$ cat src/hw/rtl/cmdh_pkg.sv
// Shared types, constants and helper functions of the coverage map differ.
package cmdh_pkg;

	localparam logic [31:0] SEED_CONST = 32'ha5b35705;
	localparam logic [63:0] MUL_K1     = 64'h87c37b91114253d5;
	localparam logic [63:0] MUL_K2     = 64'h4cf5ad432745937f;
	localparam logic [63:0] ADD_H      = 64'h0000000052dce729;
	localparam logic [63:0] FMIX_1     = 64'hff51afd7ed558ccd;
	localparam logic [63:0] FMIX_2     = 64'hc4ceb9fe1a85ec53;
	localparam logic [19:0] COUNT_MAX  = 20'hFFFFF;

	localparam logic [1:0] REG_MAP_LEN     = 2'd0;
	localparam logic [1:0] REG_WRITE_BACK  = 2'd1;
	localparam logic [1:0] REG_BUCKET_MODE = 2'd2;

	localparam logic OPC_DIFF  = 1'b0;
	localparam logic OPC_APPLY = 1'b1;

	typedef enum logic [3:0] {
		DP_NOP,
		DP_CLEAR,
		DP_START,
		DP_UPDATE,
		DP_MK1,
		DP_MK2,
		DP_MIXH,
		DP_TAIL,
		DP_MF1,
		DP_MF2,
		DP_FOUT,
		DP_EMIT
	} dp_op_t;

	typedef struct packed {
		dp_op_t op;
	} dp_cmd_t;

	typedef struct packed {
		logic clr_last;
		logic apply;
		logic full;
		logic last;
		logic mul_done;
		logic out_free;
	} dp_status_t;

	function automatic logic [63:0] rotl64(input logic [63:0] x, input int r);
		return (x << r) | (x >> (64 - r));
	endfunction

	function automatic logic [7:0] bucket_class(input logic [7:0] d, input logic binary);
		logic [7:0] k;
		if (binary) begin
			k = (d != 8'd0) ? 8'd1 : 8'd0;
		end else if (d <= 8'd2) begin
			k = d;
		end else if (d == 8'd3) begin
			k = 8'd4;
		end else if (d < 8'd8) begin
			k = 8'd8;
		end else if (d < 8'd16) begin
			k = 8'd16;
		end else if (d < 8'd32) begin
			k = 8'd32;
		end else if (d < 8'd128) begin
			k = 8'd64;
		end else begin
			k = 8'd128;
		end
		return k;
	endfunction

	function automatic logic [3:0] popcount8(input logic [7:0] v);
		logic [3:0] c;
		c = 4'd0;
		for (int i = 0; i < 8; i++) begin
			c = c + 4'(v[i]);
		end
		return c;
	endfunction

endpackage

$ cat src/hw/rtl/cmdh_ctrl.sv
// Controller: sequences clearing, per-byte update, block mixing and finalization.
module cmdh_ctrl (
	input  logic                 clk,
	input  logic                 arst_n,
	input  logic                 in_valid,
	output logic                 in_ready,
	input  cmdh_pkg::dp_status_t st,
	output cmdh_pkg::dp_cmd_t    cmd
);
	typedef enum logic [3:0] {
		S_CLEAR,
		S_IDLE,
		S_UPD,
		S_MK1,
		S_WK1,
		S_MK2,
		S_WK2,
		S_MIXH,
		S_TAIL,
		S_MF1,
		S_WF1,
		S_MF2,
		S_WF2,
		S_FOUT,
		S_EMIT
	} state_t;

	state_t state_q;
	logic   last_q;
	logic   tail_q;

	assign in_ready = (state_q == S_IDLE);

	always_comb begin
		cmd.op = cmdh_pkg::DP_NOP;
		unique case (state_q)
			S_CLEAR: cmd.op = cmdh_pkg::DP_CLEAR;
			S_IDLE:  cmd.op = in_valid ? cmdh_pkg::DP_START : cmdh_pkg::DP_NOP;
			S_UPD:   cmd.op = cmdh_pkg::DP_UPDATE;
			S_MK1:   cmd.op = cmdh_pkg::DP_MK1;
			S_MK2:   cmd.op = cmdh_pkg::DP_MK2;
			S_MIXH:  cmd.op = cmdh_pkg::DP_MIXH;
			S_TAIL:  cmd.op = cmdh_pkg::DP_TAIL;
			S_MF1:   cmd.op = cmdh_pkg::DP_MF1;
			S_MF2:   cmd.op = cmdh_pkg::DP_MF2;
			S_FOUT:  cmd.op = cmdh_pkg::DP_FOUT;
			S_EMIT:  cmd.op = st.out_free ? cmdh_pkg::DP_EMIT : cmdh_pkg::DP_NOP;
			default: cmd.op = cmdh_pkg::DP_NOP;
		endcase
	end

	always_ff @(posedge clk or negedge arst_n) begin
		if (!arst_n) begin
			state_q <= S_CLEAR;
			last_q  <= 1'b0;
			tail_q  <= 1'b0;
		end else begin
			unique case (state_q)
				S_CLEAR: if (st.clr_last) state_q <= S_IDLE;
				S_IDLE:  if (in_valid) state_q <= S_UPD;
				S_UPD: begin
					last_q <= st.last;
					tail_q <= st.last && st.full;
					if (!st.apply && (st.full || st.last)) begin
						state_q <= S_MK1;
					end else begin
						state_q <= S_EMIT;
					end
				end
				S_MK1: state_q <= S_WK1;
				S_WK1: if (st.mul_done) state_q <= S_MK2;
				S_MK2: state_q <= S_WK2;
				S_WK2: if (st.mul_done) state_q <= S_MIXH;
				S_MIXH: begin
					// a full last word still owes the empty tail block
					if (tail_q) begin
						state_q <= S_TAIL;
					end else if (last_q) begin
						state_q <= S_MF1;
					end else begin
						state_q <= S_EMIT;
					end
				end
				S_TAIL: begin
					tail_q  <= 1'b0;
					state_q <= S_MK1;
				end
				S_MF1: state_q <= S_WF1;
				S_WF1: if (st.mul_done) state_q <= S_MF2;
				S_MF2: state_q <= S_WF2;
				S_WF2: if (st.mul_done) state_q <= S_FOUT;
				S_FOUT: state_q <= S_EMIT;
				S_EMIT: if (st.out_free) state_q <= S_IDLE;
				default: state_q <= S_IDLE;
			endcase
		end
	end
endmodule

$ cat config.mk
export PLATFORM = sky130hd
export DESIGN_NAME = cmdh_ctrl
export DESIGN_NICKNAME = d
export VERILOG_FILES = /design/src/hw/rtl/cmdh_pkg.sv /design/src/hw/rtl/cmdh_ctrl.sv
export SDC_FILE = /design/constraint.sdc
export NUM_CORES = 1
export LEC_CHECK = 0
export ABC_CLOCK_PERIOD_IN_PS = 1700
export BUFFER_PORTS_ARGS = -buffer_cell sky130_fd_sc_hd__buf_4
export CAP_MARGIN = 10
export CORE_ASPECT_RATIO = 1.1
export CORE_MARGIN = 1
export CORE_UTILIZATION = 45
export CTS_CLUSTER_SIZE = 24
export DETAILED_ROUTE_END_ITERATION = 10
export GPL_TIMING_DRIVEN = 0
export PLACE_DENSITY_LB_ADDON = 0.25
export SYNTH_ARGS = -nofsm -noshare
export SYNTH_HDL_FRONTEND = slang
export SYNTH_SLANG_ARGS = --single-unit
export TNS_END_PERCENT = 10
$ cat constraint.sdc
create_clock -name clk -period 1.7 [get_ports clk]
set_input_delay 0.255 -clock clk [delete_from_list [all_inputs] [get_ports clk]]
set_output_delay 0.255 -clock clk [all_outputs]
set_load 0.03 [all_outputs]
======== Word level (Yosys, flattened, before mapping) ========
Cells that the tools add are included.
storage, ports and cells
  bits in registers ....................... 6
  input port bits ......................... 9
  output and inout bits ................... 5
  word-level logic and storage cells ...... 46
cells by class
  equality and inequality tests ........... 21
  muxes and demuxes ....................... 15
  reductions and logical operators ........ 7
operator list
  operator            count
  $pmux 4 s15         1
  $pmux 4 s11         1
  $mux 4              9
  $eq 4x4->1 const B  7
  $eq 4x3->1 const B  4
  $ne 2x2->1 const B  7
  $eq 4x2->1 const B  2
  $reduce_and 7->1    1
  $mux 3              2
  $eq 4x1->1 const B  1
  $logic_not 4->1     1
  $logic_and 1x1->1   2
  $mux 2              1
  $pmux 1 s2          1
  $reduce_bool 2->1   1
  $logic_not 1->1     1
  $logic_or 1x1->1    1

======== Longest topological paths before layout ========
  depth in word-level cells ............... 4
  depth in mapped cells ................... 6
  gate-level depth less buffers ........... 4

======== Worst setup path after synthesis ========
Ideal clock, no wire load.
  path type ............................... register to output
  start ................................... register state_q[0]
  end ..................................... output port cmd[2] (netlist bit)
  arrival ................................. 1.467 ns
  setup slack ............................. -0.022 ns
  cell stages (with the launch flop) ...... 5
  path buffers ............................ 2
  path through ............................ dfrtp_1 > buf_2 > buf_6 > nand2_1 > o21ai_0
RTL lines
  what                    RTL line         RTL
  from (decl)             cmdh_ctrl.sv:28  state_t state_q;
  from (signal assigned)  cmdh_ctrl.sv:54  state_q <= S_CLEAR;
  from (signal assigned)  cmdh_ctrl.sv:59  S_CLEAR: if (st.clr_last) state_q <= S_IDLE;
  from (signal assigned)  cmdh_ctrl.sv:60  S_IDLE: if (in_valid) state_q <= S_UPD;
  to (decl)               cmdh_ctrl.sv:8   output cmdh_pkg::dp_cmd_t cmd

======== Final worst setup path ========
  start ................................... register state_q[1]
  end ..................................... output port in_ready
between the ends
  longest elaborated chain between the ends .. 1
RTL lines
  what        RTL line         RTL
  $eq 4x1->1  cmdh_ctrl.sv:32  assign in_ready = (state_q == S_IDLE);
  to (decl)   cmdh_ctrl.sv:6   output logic in_ready,
Every way passes these cells.

==> results.txt <==
The flow ran to the end, but the final reports show violations. The final reports fail on negative setup slack. CTS built an H-tree with a depth of 1. For this run, the post-layout net count is 116. The clock share of power is 0.064.

The placement row count is 14. The most common cell after layout, fill and taps aside is sky130_fd_sc_hd__buf_4. The remaining antenna violation count is 0. The nature of the critical path startpoint is a flip-flop.

The ratio of final minimum period to clock period is 1.034. The overall die area is 0.001669 mm^2. The static leakage power came out at 0.4156 nW. The remaining routing DRC violations came out at 0.

The count of port buffers added during placement is 13. In the final layout, the share of cells above drive strength 1 is 0.4571. The largest fanout on the critical path is 10. The number of antenna violations at the first check in global routing is 0. The via count of the first global-routing pass was 724. The overall fraction of global-route tracks in use is 0.2741. Across the run, the number of max-cap violations was 0.

The combinational share of power is 0.803. The area growth from synthesis to layout is 37.38%. STA puts the critical path data required time at 1.44 ns. Clock tree synthesis inserted a total of 3 buffers. The headroom to the max-slew limit is 0.7350. The post-layout utilization of the core is 0.6745. The number of diodes added for antenna fixing came out at 0. The die height came out at 42.75 um. TritonCTS built the clock tree.

At the placement stage, the worst setup path has a slack of 0.03846 ns. The insertion delay of the later-clocked pin in the worst-skew pair came out at 0.25 ns. The clock slew seen by the registers of the worst setup and hold paths came out at 0.05 ns. Across all setup checks in the final design, the least slack found is -0.05720 ns. The power per standard cell area is 2263 mW/mm^2. The register area share after synthesis is 0.2210. Setup repair after global routing could not meet its margin everywhere.

The master cell of the clock root buffer is sky130_fd_sc_hd__clkbuf_4. The effective utilization at floorplan came out at 0.4910. The first-pass GRT wire length came out at 3263 um.

Counting flops and latches in the post-synthesis netlist gives 6. The maximum number of pins on one net before global-route repair came out at 11. The maximum VDD drop came out at 1.364 mV. The total half-perimeter wirelength after legalization and detailed placement is 1260 um. The sequential group share of total power came out at 0.133.

The congestion estimate from routability-driven global placement came to 0.8964. The analysis attributes to net switching a power of 0.001016 W. The worst-case clock buffer depth is 2. The total via count in the routed design is 751. The design internal power came out at 0.001096 W. The minimum clock period came out at 1.757 ns. The type of the worst setup path is reg2out. The fraction of power spent switching nets is 0.4811. The final clock skew is 0.002975 ns.

The iteration count of the initial detailed-routing pass came out at 4. The number of ports placed on the die boundary came out at 14. In the layout the commonest cells are sky130_fd_sc_hd__buf_4, sky130_fd_sc_hd__buf_6, sky130_fd_sc_hd__nor2_1. The worst setup path is captured at an output port.

The worst-case register-to-register setup slack came out at -0.03 ns. The number of nets in the synthesized netlist is 89. The routed design has 1852 um of wire. The core outline area came out at 0.001384 mm^2. The post-route total power is 0.002112 W.

The arrival time reported for the critical path endpoint came out at 1.50 ns. Based on the critical path, the design can be clocked at up to 569.1 MHz. The area of the mapped netlist came out at 679.4 um^2.

The x dimension of the die came out at 39.05 um. The transition time at the pin with the least slew margin is 0.3924 ns. The path class of the tightest hold or removal check is in2reg.

Setup violations remaining at the end of the flow were counted as 7. For this run the aggregate overflow at the end of global routing stands at 0. The iteration-0 DRC count of the detailed router came out at 21. The number of failing hold endpoints at the final stage is 0. The number of sinks on the clock net came out at 6. A synthesized cell averages 8.493 um^2. Synthesis instantiated 40 different standard cells from the library. After detailed routing, the number of vias per cell comes to 6.207.

The detail-routed net length per standard cell came out at 15.31 um. For this run, the number of Yosys warnings is 0. The final number of max-transition violations came to 0. The cell count after synthesis came out at 80.
==> worst max-delay path, stage by stage (launching register included) <==
cell and delay, ns:
sky130_fd_sc_hd__dfrtp_1 0.37, sky130_fd_sc_hd__buf_6 0.14, sky130_fd_sc_hd__buf_4 0.17, sky130_fd_sc_hd__nor3_1 0.26, sky130_fd_sc_hd__and2_1 0.17, sky130_fd_sc_hd__buf_4 0.15
==> synthesized netlist by cell type (all sizes together) <==
library cell | count | area (um^2)
nand4 | 1 | 6.260
nand3 | 1 | 5.000
a21o | 1 | 7.510
nor2b | 1 | 6.260
o21a | 1 | 7.510
and2 | 1 | 6.260
nand4b | 1 | 8.760
a21oi | 5 | 40.04
or4b | 1 | 10.01
or4 | 1 | 11.26
o41ai | 4 | 50.05
buf | 7 | 62.56
o31ai | 3 | 22.52
a21boi | 3 | 22.52
o21bai | 1 | 7.510
o21ai | 6 | 30.03
nand2 | 5 | 18.77
dfrtp | 6 | 150.1
a2bb2oi | 1 | 8.760
nor2 | 7 | 26.28
or2 | 1 | 8.760
nand3b | 3 | 22.52
a31oi | 1 | 6.260
nor3 | 3 | 15.01
and3 | 1 | 7.510
mux2 | 1 | 11.26
a311oi | 1 | 8.760
or3b | 2 | 17.52
a22o | 1 | 8.760
or2b | 1 | 8.760
inv | 4 | 15.01
a211oi | 1 | 12.51
mux2i | 2 | 20.02
a211o | 1 | 8.760
==> worst paths after layout <==
path,startpoint,endpoint,cells after the start
setup / recovery,state_q[1],in_ready,5
hold / removal,st[2],last_q,2
setup reg to reg,state_q[2],state_q[2],6
hold reg to reg,tail_q,tail_q,1
max in group asynchronous,arst_n,state_q[3],2
min in group asynchronous,arst_n,state_q[1],2
==> cells by family after synthesis <==
kind of cell           synth area share
buffers and inverters            0.1142
flip-flops                       0.2210
AO/OA/AOI/OAI                    0.3555
multiplexers                    0.04604
AND/OR/NAND/NOR                  0.2634
==> final cells by class <==
cell class	count	area (um^2)
plain buffers	7	75.07
clock buffers	3	22.52
fillers	128	450.4
inverters	4	15.01
multi-input cells	63	470.5
flip-flops and latches	6	151.4
well taps	16	20.02
repair buffers	22	178.9
==> metrics by stage <==
step           instance area (um^2)  setup TNS (ns)  hold WS [ns]  std cells
3_3_place_gp                  797.0               0       0.06225        109
6_report                      933.4         -0.2486        0.2648        121
4_1_cts                       930.9         -0.1603        0.2663        121
3_5_place_dp                  797.0               0       0.06492        109
5_1_grt                       933.4         -0.8089        0.2684        121
2_1_floorplan                 679.4               0      -0.04059         80
==> sequential cells by signal (all words and copies together), names as in the netlist <==
name	cells
last_q	1
tail_q	1
state_q	4
==> power by group through the flow <==
| stage | sequential, W | combinational [W] | clock (W) |
|---|---|---|---|
| CTS | 0.000280 | 0.00167 | 0.000138 |
| global route | 0.000288 | 0.00181 | 0.000146 |
| finish | 0.000281 | 0.00170 | 0.000135 |
| floorplan | 0.000273 | 0.00107 | 0 |
| detailed placement | 0.000297 | 0.00138 | 0 |
| global placement | 0.000293 | 0.00136 | 0 |
==> routing by layer <==
metal | share of wire | vias to the layer above | track usage
li1 | - | 356 | -
met1 | 0.41 | 360 | 0.3729
met2 | 0.50 | 31 | 0.4300
met3 | 0.070 | 4 | 0.06283
met4 | 0.012 | 0 | 0.06897
met5 | 0 | - | 0
==> repair_timing <==
item | CTS | global route
setup endpoints to repair | 4 | 9
buffers inserted | 8 | 0
hold buffers | 1 | 0
gates cloned | 0 | 0
gates resized for setup | 13 | 1
pin swaps | 2 | 1
endpoints found under the hold margin | 6 | 0
(Power assumes the default switching activity.)
